File: config.mk
export PLATFORM = sky130hd
export DESIGN_NAME = wcrm_div
export DESIGN_NICKNAME = d
export VERILOG_FILES = /design/src/sv/wcrm_pkg.sv /design/src/sv/wcrm_div.sv
export SDC_FILE = /design/constraint.sdc
export NUM_CORES = 1
export LEC_CHECK = 0
export BUFFER_PORTS_ARGS = -buffer_cell sky130_fd_sc_hd__buf_4
export CORE_ASPECT_RATIO = 0.75
export CORE_MARGIN = 4
export CORE_UTILIZATION = 52
export CTS_CLUSTER_DIAMETER = 150
export DETAILED_ROUTE_END_ITERATION = 8
export PLACE_DENSITY = 0.79
export REMOVE_ABC_BUFFERS = 1
export SETUP_SLACK_MARGIN = 0.5
export SYNTH_ARGS = -nofsm -noshare
export SYNTH_HDL_FRONTEND = slang
export SYNTH_SLANG_ARGS = --single-unit
File: constraint.sdc
create_clock -name clock -period 2.95 [get_ports clock]
set_clock_uncertainty 0.2 [all_clocks]
set_input_delay 0.1475 -clock clock [delete_from_list [all_inputs] [get_ports clock]]
set_output_delay 0.1475 -clock clock [all_outputs]
set_load 0.005 [all_outputs]
File: src/sv/wcrm_pkg.sv
// wcrm_pkg: shared widths, codes, state and control types of the windowed count rate meter
// used by every file of the block but wcrm_ram; depends on nothing

package wcrm_pkg;

   // window geometry
   localparam int WINDOW_DEPTH = 256;
   localparam int IDX_W        = (WINDOW_DEPTH > 1) ? $clog2(WINDOW_DEPTH) : 1;
   localparam int FILL_W       = $clog2(WINDOW_DEPTH + 1);

   // field widths
   localparam int SAMPLE_W   = 24;
   localparam int ACTION_W   = 2;
   localparam int RES_W      = 32;
   localparam int RATE_W     = 32;
   localparam int PERM_W     = 16;
   localparam int CSR_IDX_W  = 2;
   localparam int CSR_DATA_W = 32;

   // running sum never exceeds depth times the largest sample
   localparam int TOTAL_W = SAMPLE_W + IDX_W;

   // divider geometry
   localparam int RATE_SHIFT     = 24;
   localparam int PERM_SCALE_W   = 10;
   localparam int PERM_PROD_W    = TOTAL_W + PERM_SCALE_W;
   localparam int NUM_W          = TOTAL_W + RATE_SHIFT;
   localparam int DEN_W          = FILL_W + RES_W;
   localparam int STEP_W         = $clog2(NUM_W + 1);
   localparam int PERM_ALIGN     = NUM_W - PERM_PROD_W;
   localparam int MEAN_ALIGN     = NUM_W - TOTAL_W;

   localparam logic [PERM_SCALE_W-1:0] PERM_SCALE = 10'd1000;

   // input actions
   localparam logic [ACTION_W-1:0] ACT_COUNT  = 2'd0;
   localparam logic [ACTION_W-1:0] ACT_ADC    = 2'd1;
   localparam logic [ACTION_W-1:0] ACT_REPORT = 2'd2;

   // window modes
   localparam logic MODE_SAMPLES = 1'b0;
   localparam logic MODE_SUM     = 1'b1;

   // register indexes
   localparam logic [CSR_IDX_W-1:0] CSR_WINDOW_MODE = 2'd0;
   localparam logic [CSR_IDX_W-1:0] CSR_TARGET      = 2'd1;
   localparam logic [CSR_IDX_W-1:0] CSR_CONTINUOUS  = 2'd2;
   localparam logic [CSR_IDX_W-1:0] CSR_TIME_RES    = 2'd3;

   // register reset values
   localparam logic [SAMPLE_W-1:0] TARGET_INIT    = 24'd256;
   localparam logic                CONT_INIT      = 1'b1;
   localparam logic [RES_W-1:0]    TIME_RES_INIT  = 32'd65536;

   typedef struct packed {
      logic push;
      logic drop;
   } ring_cmd_type;

   typedef struct packed {
      logic [FILL_W-1:0]   fill;
      logic [TOTAL_W-1:0]  total;
      logic [SAMPLE_W-1:0] oldest;
   } ring_stat_type;

   typedef struct packed {
      logic              start;
      logic [STEP_W-1:0] steps;
   } div_cmd_type;

   typedef struct packed {
      logic busy;
      logic done;
   } div_stat_type;

   typedef enum logic [3:0] {
      ST_IDLE,
      ST_PUSH,
      ST_CNT_CHK,
      ST_CNT_WAIT,
      ST_ADC_CHK,
      ST_ADC_WAIT,
      ST_RATE_LD,
      ST_RATE_RUN,
      ST_PERM_LD,
      ST_PERM_RUN,
      ST_MEAN_LD,
      ST_MEAN_RUN,
      ST_DONE
   } seq_state_type;

endpackage

File: src/sv/wcrm_div.sv
// wcrm_div: shared restoring divider, one quotient bit per cycle
// depends on wcrm_pkg; numerator comes left-aligned, steps gives its significant width

module wcrm_div (
   input  logic                       clock,
   input  logic                       reset,
   input  wcrm_pkg::div_cmd_type      cmd,
   input  logic [wcrm_pkg::NUM_W-1:0] num,
   input  logic [wcrm_pkg::DEN_W-1:0] den,
   output wcrm_pkg::div_stat_type     stat,
   output logic [wcrm_pkg::NUM_W-1:0] quot
);

   logic                        busy_ff, busy_in;
   logic                        done_ff, done_in;
   logic [wcrm_pkg::STEP_W-1:0] cnt_ff, cnt_in;
   logic [wcrm_pkg::NUM_W-1:0]  num_ff, num_in;
   logic [wcrm_pkg::DEN_W-1:0]  den_ff, den_in;
   logic [wcrm_pkg::DEN_W-1:0]  rem_ff, rem_in;
   logic [wcrm_pkg::NUM_W-1:0]  quot_ff, quot_in;

   logic [wcrm_pkg::DEN_W:0]    trial;
   logic [wcrm_pkg::DEN_W:0]    diff;
   logic                        fits;

   assign trial = {rem_ff, num_ff[wcrm_pkg::NUM_W-1]};
   assign fits  = (trial >= {1'b0, den_ff});
   assign diff  = trial - {1'b0, den_ff};

   always_comb begin
      busy_in = busy_ff;
      done_in = 1'b0;
      cnt_in  = cnt_ff;
      num_in  = num_ff;
      den_in  = den_ff;
      rem_in  = rem_ff;
      quot_in = quot_ff;
      if (cmd.start) begin
         busy_in = 1'b1;
         cnt_in  = cmd.steps;
         num_in  = num;
         den_in  = den;
         rem_in  = '0;
         quot_in = '0;
      end else if (busy_ff) begin
         rem_in  = fits ? diff[wcrm_pkg::DEN_W-1:0] : trial[wcrm_pkg::DEN_W-1:0];
         quot_in = {quot_ff[wcrm_pkg::NUM_W-2:0], fits};
         num_in  = num_ff << 1;
         cnt_in  = cnt_ff - 1'b1;
         if (cnt_ff == wcrm_pkg::STEP_W'(1)) begin
            busy_in = 1'b0;
            done_in = 1'b1;
         end
      end
   end

   always_ff @(posedge clock) begin
      if (reset) begin
         busy_ff <= 1'b0;
         done_ff <= 1'b0;
         cnt_ff  <= '0;
      end else begin
         busy_ff <= busy_in;
         done_ff <= done_in;
         cnt_ff  <= cnt_in;
      end
      num_ff  <= num_in;
      den_ff  <= den_in;
      rem_ff  <= rem_in;
      quot_ff <= quot_in;
   end

   assign stat.busy = busy_ff;
   assign stat.done = done_ff;
   assign quot      = quot_ff;

endmodule

---- Word level (Yosys, flattened, before mapping) ----
Cells that the tools add are included.
storage, ports and cells
  flip-flop bits (word level) ............. 202
  input bits .............................. 106
  output and inout bits ................... 58
  word-level logic and storage cells ...... 23
cells by class
  add/sub/neg operators ................... 2
  order comparisons ....................... 1
  equality and inequality tests ........... 1
  multiplexer cells ....................... 9
  bitwise operators ....................... 1
  reductions and logical operators ........ 2
operator list
  operator               number
  $mux W56               2
  $ge A42 B41 Y1         1
  $mux W41               1
  $sub A41 B41 Y41       1
  $mux W6                2
  $eq A6 B1 Y1 const B   1
  $sub A6 B1 Y6 const B  1
  $mux W1                4
  $reduce_or A3 Y1       1
  $reduce_bool A2 Y1     1
  $not A1 Y1             1

---- Depth between registers and ports, before layout ----
Gate-level depths: netlist of run 1.
  word-level depth ........................ 4
  mapped depth ............................ 14
  mapped depth without buffers ............ 13

---- Least setup slack after synthesis of run 1 ----
Ideal clock, no wire load.
  path kind ............................... register to register
  start ................................... register num_ff[55] in the netlist's numbering
  end ..................................... register rem_ff[40] in the netlist's numbering
  setup time .............................. 0.086 ns
  arrival time ............................ 2.801 ns
  required time ........................... 2.664 ns
  slack ................................... -0.137 ns
  cell stages (with the launch flop) ...... 14
  buffers on the path ..................... 0
  clock period less this slack ............ 3.087 ns
  path through ............................ edfxtp_1 > inv_1 > ha_1 > inv_1 > fa_1 > a21o_1 > a22o_1 > o31ai_4 > o31a_1 > o211ai_1 > a221oi_1 > xnor2_1 > mux2i_1 > a211oi_1
between the ends
  longest elaborated chain between the ends .. 2
  elaborated cells on any way between the ends .. 3
ends and longest elaborated chain
  what                                                       line                            text
  start, declared                                            wcrm_div.sv:17                  logic [wcrm_pkg::NUM_W-1:0] num_ff, num_in;
  start signal, assigned                                     wcrm_div.sv:67                  num_ff <= num_in;
  $sub A41 B41 Y41 / $ge A42 B41 Y1 (equally long branches)  wcrm_div.sv:28, wcrm_div.sv:27
  $mux W41 *                                                 wcrm_div.sv:46                  rem_in = fits ? diff[wcrm_pkg::DEN_W-1:0] : trial[wcrm_pkg::DEN_W-1:0];
  end signal, assigned                                       wcrm_div.sv:69                  rem_ff <= rem_in;
  end, declared                                              wcrm_div.sv:19                  logic [wcrm_pkg::DEN_W-1:0] rem_ff, rem_in;
Mark *: on every way between the ends. The rest lies on a longest branch, timed or not.
A chain may end at the register's enable or synchronous reset.

---- Final worst setup path of run 1 ----
Same ends and word-level chain as after synthesis.

==> reports/results.ini, run 1 <==
[routing]
drtIter0Drc = 657
drt.antenna.violating_nets = 0
wirelength_um = 31700
wl_per_cell_um = 19.3
drc = 0
num_vias = 9277
vias_per_cell = 5.65
first_pass_iters = 5

[global_route]
globalRouteTotalUtil = 0.276
grtUsageMet1 = 0.354
grtUsageMet3 = 0.0678
grt_busiest_layer = met2
grt_overflow_total = 0
antenna_found_initial = 0
grt_max_degree = 66
grt_pass1_vias = 9452
groute.layer.met2.usage = 0.459
grt_pass1_wl_um = 49200

[placed_design]
gp_congestion = 0.945
place_area_sq_um = 12400
dp_hpwl_um = 18000
post-place-ws_ps = -345
port_buffers = 163

[synth]
async_flop_share = 0
syn_avg_cell_area_sq_um = 10.3
synth.area.mux_share = 0.140
synth_compound_area_frac = 0.127
ys_ff_latch = 202
netlist_area_sq_um = 10300
ys_warn_count = 0
ys_seq_area_frac = 0.487
synthXorXnorAreaFrac = 0.0357
synth-main-ff-cell = dfxtp_1
synth_edf_count = 97
ys_types = 55
syn-instance-count = 1001
synth_fa_ha_area_frac = 0.0542
synthSimpleGateAreaFrac = 0.108
synth_top_family_by_area = multiplexers

[power_and_ir_drop]
switchingPower_mw = 2.36
swShare = 0.290
p_per_area_nw_per_um2 = 547
p_seq_frac = 0.403
p_int_mw = 5.77
peakVddDrop_v = 0.000617
power_frac_comb = 0.275
power.clock.fraction = 0.323
p_leak_nw = 6.40

[clocking]
clk_pin_slew_ps = 70
cts_tree = built
htree_levels = 1
clockBufferDepth = 3
numCtsBuffers = 21
clk_latency_ps = 520
root_buffer = clkbuf_16
cts.sinks = 202

[die]
start_util = 0.531
io_pins = 164
fp.dieH_um = 130
placementRows = 44
core_area_sq_um = 19400
die_w_um = 170
die_area_sq_um = 22100

[worst_hold_path]
hp-class = primary input to flop

[timing]
whs_ps = 149
rsz0062_at_grt = true
slew_headroom = 0.614
slew_violations = 0
worst-slew-pin-transition_ps = 579
finalHoldViolations = 0
period_share = 1.15
setup_slack_ps = -450
finalSetupViolCount = 42
period_minus_slack_ps = 3400
fmax_mhz = 294

[critical_path]
cpMaxStageDelayCell = edfxtp_1
end_kind = flop
cp_top_family = compound AO/OA/AOI/OAI gates
crit_top_cell = inv_2
max_stage_delay_ps = 400
critPathMaxFanout = 3
path_cells = inv_2, ha_4, inv_2, fa_2, a21o_1, a22o_1, o31ai_4, buf_4, o31a_1, o211ai_1, a221oi_2, xnor2_1, mux2i_1, a211oi_2
crit_type = flop to flop
cp_num_buf_inv = 3
critPathLaunchType = flop
worstPathArrival_ps = 3630
critical_path_required_ps = 3180

[layout]
drive_above_1_share = 0.324
diodes = 0
stdcell_area_sq_um = 14900
nets = 1523
layout_common_cells = buf_4 (281), nor2_1 (140), dlygate4sd3_1 (110)
syn2layout_area_growth_pct = 44.5
final_common_cell = buf_4

[job]
drv_cap = 0

[outcome]
violations = negative setup slack
status = finished with violations

[cells by family after synthesis]
group,after synthesis
adders and majority gates,44
muxes,137
buffers and inverters,120
DFF,202
and+or+nand+nor,261
AOI/OAI and AO/OA,195
xor gates and xnor gates,42
[state kept, by name (all words and copies together), names as in the netlist]
| name | count |
|---|---|
| num_ff | 56 |
| quot | 56 |
| done_ff | 1 |
| den_ff | 41 |
| busy_ff | 1 |
| rem_ff | 41 |
| cnt_ff | 6 |
[per-layer routing]
metal | vias up | wire, um
met1 | 4447 | 13000
met3 | 91 | 2690
li1 | 4309 | -
met2 | 430 | 14900
met5 | - | 0
met4 | 0 | 1070
[timing repair]
item | 4_1_cts | 5_1_grt
cloned | 5 | 1
resized for setup | 36 | 55
setup buffers | 27 | 5
setup endpoints to repair | 42 | 44
hold buffers | 110 | 0
hold endpoints to repair | 111 | 0
pin swaps | 31 | 30
[Yosys cell counts (9+ instances only)]
master,n,area (sq um)
nor4_1,9,56.3
clkbuf_1,40,150
nand4_1,15,93.8
nand2_1,60,225
buf_2,10,50.1
nor2_1,145,544
xnor2_1,28,245
a21oi_1,57,285
xor2_1,14,123
mux2_2,55,619
ha_1,43,538
a21o_1,17,128
o21ai_0,32,160
inv_1,57,214
edfxtp_1,97,2910
a211oi_1,38,285
mux2i_1,82,821
dfxtp_1,105,2100
[path summary, 6_finish.rpt]
kind	slack (ps)	end	cells after the start	from
setup / recovery	-450	rem_ff[40]$_SDFFE_PP0P_	14	num_ff[55]$_DFFE_PP_
hold / removal	150	den_ff[13]$_DFFE_PP_	2	den[13]
hold reg to reg	290	quot[0]$_SDFFE_PP0P_	2	quot[0]$_SDFFE_PP0P_
setup reg to reg	-450	rem_ff[40]$_SDFFE_PP0P_	14	num_ff[55]$_DFFE_PP_
[power groups by stage]
stage / Combinational [mW] / Sequential (mW) / Clock, mW
final: 2.24 / 3.27 / 2.62
after global placement: 1.66 / 3.31 / 0
after CTS: 2.01 / 3.26 / 2.61
after global routing: 2.39 / 3.29 / 2.77
after detailed placement: 1.69 / 3.31 / 0
after floorplan: 1.02 / 3.31 / 0
[area by class of cell]
cell class                 instances  area [sq um]
multi-input combinational        679          5080
fill                            1193          4500
sequential                       202          5020
clock buffer                      35           631
tap                              253           317
inverter                          57           214
timing repair buffer             412          3590
clock inverter                     3          22.5
[stage by stage]
stage / std cells / setup TNS [ps] / power (mW) / utilization
detailed placement: 1455 / -8980 / 5.00 / 0.639
global route: 1641 / -17090 / 8.46 / 0.768
floorplan: 938 / -279550 / 4.34 / -
finish: 1641 / -12870 / 8.14 / 0.768
global placement: 1455 / -3850 / 4.97 / 0.639
CTS: 1635 / -6760 / 7.88 / 0.752
Power figures use the tool's default switching activity.
==> inputs of run 2 (changes only) <==
--- a/config.mk
+++ b/config.mk
@@ -11,8 +11,7 @@
 export CORE_UTILIZATION = 52
 export CTS_CLUSTER_DIAMETER = 150
 export DETAILED_ROUTE_END_ITERATION = 8
-export PLACE_DENSITY = 0.79
-export REMOVE_ABC_BUFFERS = 1
+export PLACE_DENSITY = 0.77
 export SETUP_SLACK_MARGIN = 0.5
 export SYNTH_ARGS = -nofsm -noshare
 export SYNTH_HDL_FRONTEND = slang
==> run 2 against run 1 <==
Against the previous run: the flow still finishes with violations (negative setup slack); wire length down 13%; global-route usage down 4.9 points; core utilization down 1.2 points; die area unchanged; sequential cell count unchanged; sequential power about the same; combinational power down 4%; fmax up 5.9%; critical path depth unchanged; register-to-register slack better by 190 ps; first-iteration DRC count up 5.0%; critical path type unchanged; largest cell class unchanged; largest power group unchanged.
==> reports/results.ini, run 2 (synthesized netlist as in run 1, its figures left out) <==
[outcome]
status = finished with violations
violations = negative setup slack

[timing]
worst-slew-pin-transition_ps = 703
whs_ps = 170
setup-tns-final_ps = -7240
period_share = 1.09
slew_headroom = 0.531
finalHoldViolations = 0
rsz0062_at_grt = true
fmax_mhz = 311
slew_violations = 0
setup_slack_ps = -262
period_minus_slack_ps = 3210
finalSetupViolCount = 42

[global_route]
grt_pass1_vias = 8346
grtUsageMet3 = 0.0391
grt_pass1_wl_um = 41500
grt_busiest_layer = met2
globalRouteTotalUtil = 0.226
antenna_found_initial = 0
grt_overflow_total = 0
groute.layer.met2.usage = 0.351
grt_max_degree = 57
grtUsageMet1 = 0.340

[critical_path]
cp_num_buf_inv = 4
max_stage_delay_ps = 380
path_cells = inv_2, ha_4, inv_2, fa_2, a21o_1, a22o_1, o31ai_4, o2111ai_2, a31oi_4, o41ai_4, buf_6, clkbuf_16, mux2i_1, a211oi_1
cp_top_family = compound AO/OA/AOI/OAI gates
critPathLaunchType = flop
critPathMaxFanout = 5
worstPathArrival_ps = 3400
cp.depth = 14
crit_type = flop to flop
critical_path_required_ps = 3140
crit_top_cell = inv_2
cpMaxStageDelayCell = edfxtp_1
end_kind = flop
rr_worst_depth = 14

[clocking]
cts_tree = built
clk_latency_ps = 490
root_buffer = clkbuf_16
clockBufferDepth = 3
cts.sinks = 202
htree_levels = 1
clk_pin_slew_ps = 70
numCtsBuffers = 21

[die]
io_pins = 164
fp.dieH_um = 130
die_w_um = 170
placementRows = 44
die_area_sq_um = 22100
core_area_sq_um = 19400
start_util = 0.531

[power_and_ir_drop]
p_int_mw = 5.67
peakVddDrop_v = 0.000561
power.clock.fraction = 0.318
swShare = 0.285
power_frac_comb = 0.269
p_seq_frac = 0.412
switchingPower_mw = 2.26
p_leak_nw = 6.26
p_per_area_nw_per_um2 = 542

[placed_design]
dp_hpwl_um = 17800
port_buffers = 163
gp_congestion = 0.913

[routing]
drc = 0
num_vias = 8780
first_pass_iters = 5
wl_per_cell_um = 17.0
wirelength_um = 27600
drtIter0Drc = 690
vias_per_cell = 5.43
drt.antenna.violating_nets = 0

[layout]
drive_above_1_share = 0.317
layout_common_cells = buf_4 (267), nor2_1 (143), dlygate4sd3_1 (105)
syn2layout_area_growth_pct = 42.2
nets = 1500
n_fill_cell = 1290
multi_input_area_sq_um = 5110
ff_latch_area_sq_um = 5020
final_common_cell = buf_4

[job]
drv_cap = 0

[synth]
synth_fp_nets = 1151

[worst_hold_path]
hp-class = primary input to flop
min_path_cells = 2

## run 2: final timing paths
path / start / endpoint / slack, ps
max reg2reg: num_ff[55]$_DFFE_PP_ / rem_ff[16]$_SDFFE_PP0P_ / -260
min: den[17] / den_ff[17]$_DFFE_PP_ / 170
min reg2reg: rem_ff[23]$_SDFFE_PP0P_ / rem_ff[23]$_SDFFE_PP0P_ / 310
max: num_ff[55]$_DFFE_PP_ / rem_ff[16]$_SDFFE_PP0P_ / -260
## run 2: per-layer routing
layer / up-vias / routed length, um
met4: 0 / 433
met3: 37 / 1900
met1: 4130 / 13000
li1: 4268 / -
met2: 345 / 12300
met5: - / 0
## run 2: layout make-up
type / count / share of cell area
Multi-Input combinational cell: 679 / 0.349
Sequential cell: 202 / 0.343
Timing Repair Buffer: 389 / 0.227
Clock buffer: 28 / 0.0405
Tap cell: 253 / 0.0216
Inverter: 57 / 0.0149
Clock inverter: 9 / 0.00393
Antenna cell: 1 / 0.000171
## run 2: stage by stage
step           total power, mW  cell area, sq um  cells  utilization  worst slack (ps)
2_1_floorplan             4.38             10300   1001            -             -33.1
3_3_place_gp              4.98             12400   1457        0.639              -150
3_5_place_dp              5.01             12400   1457        0.639              -285
4_1_cts                   7.66             14100   1602        0.729              -184
5_1_grt                   8.29             14600   1617        0.755              -444
6_report                  7.93             14600   1618        0.755              -262
## run 2: power groups by stage
stage	clock network, mW	registers [mW]	logic, mW
floorplan	0	3.28	1.10
global placement	0	3.31	1.67
detailed placement	0	3.31	1.70
CTS	2.57	3.26	1.83
global route	2.69	3.29	2.31
finish	2.52	3.27	2.14
## run 2: what timing repair did
item                       in CTS  in global routing
cloned                          0                  5
hold endpoints to repair      105                  0
setup buffers                   3                 10
hold buffers                  105                  0
resized for setup               3                 76
setup endpoints to repair      43                 43
pin swaps                       8                 29
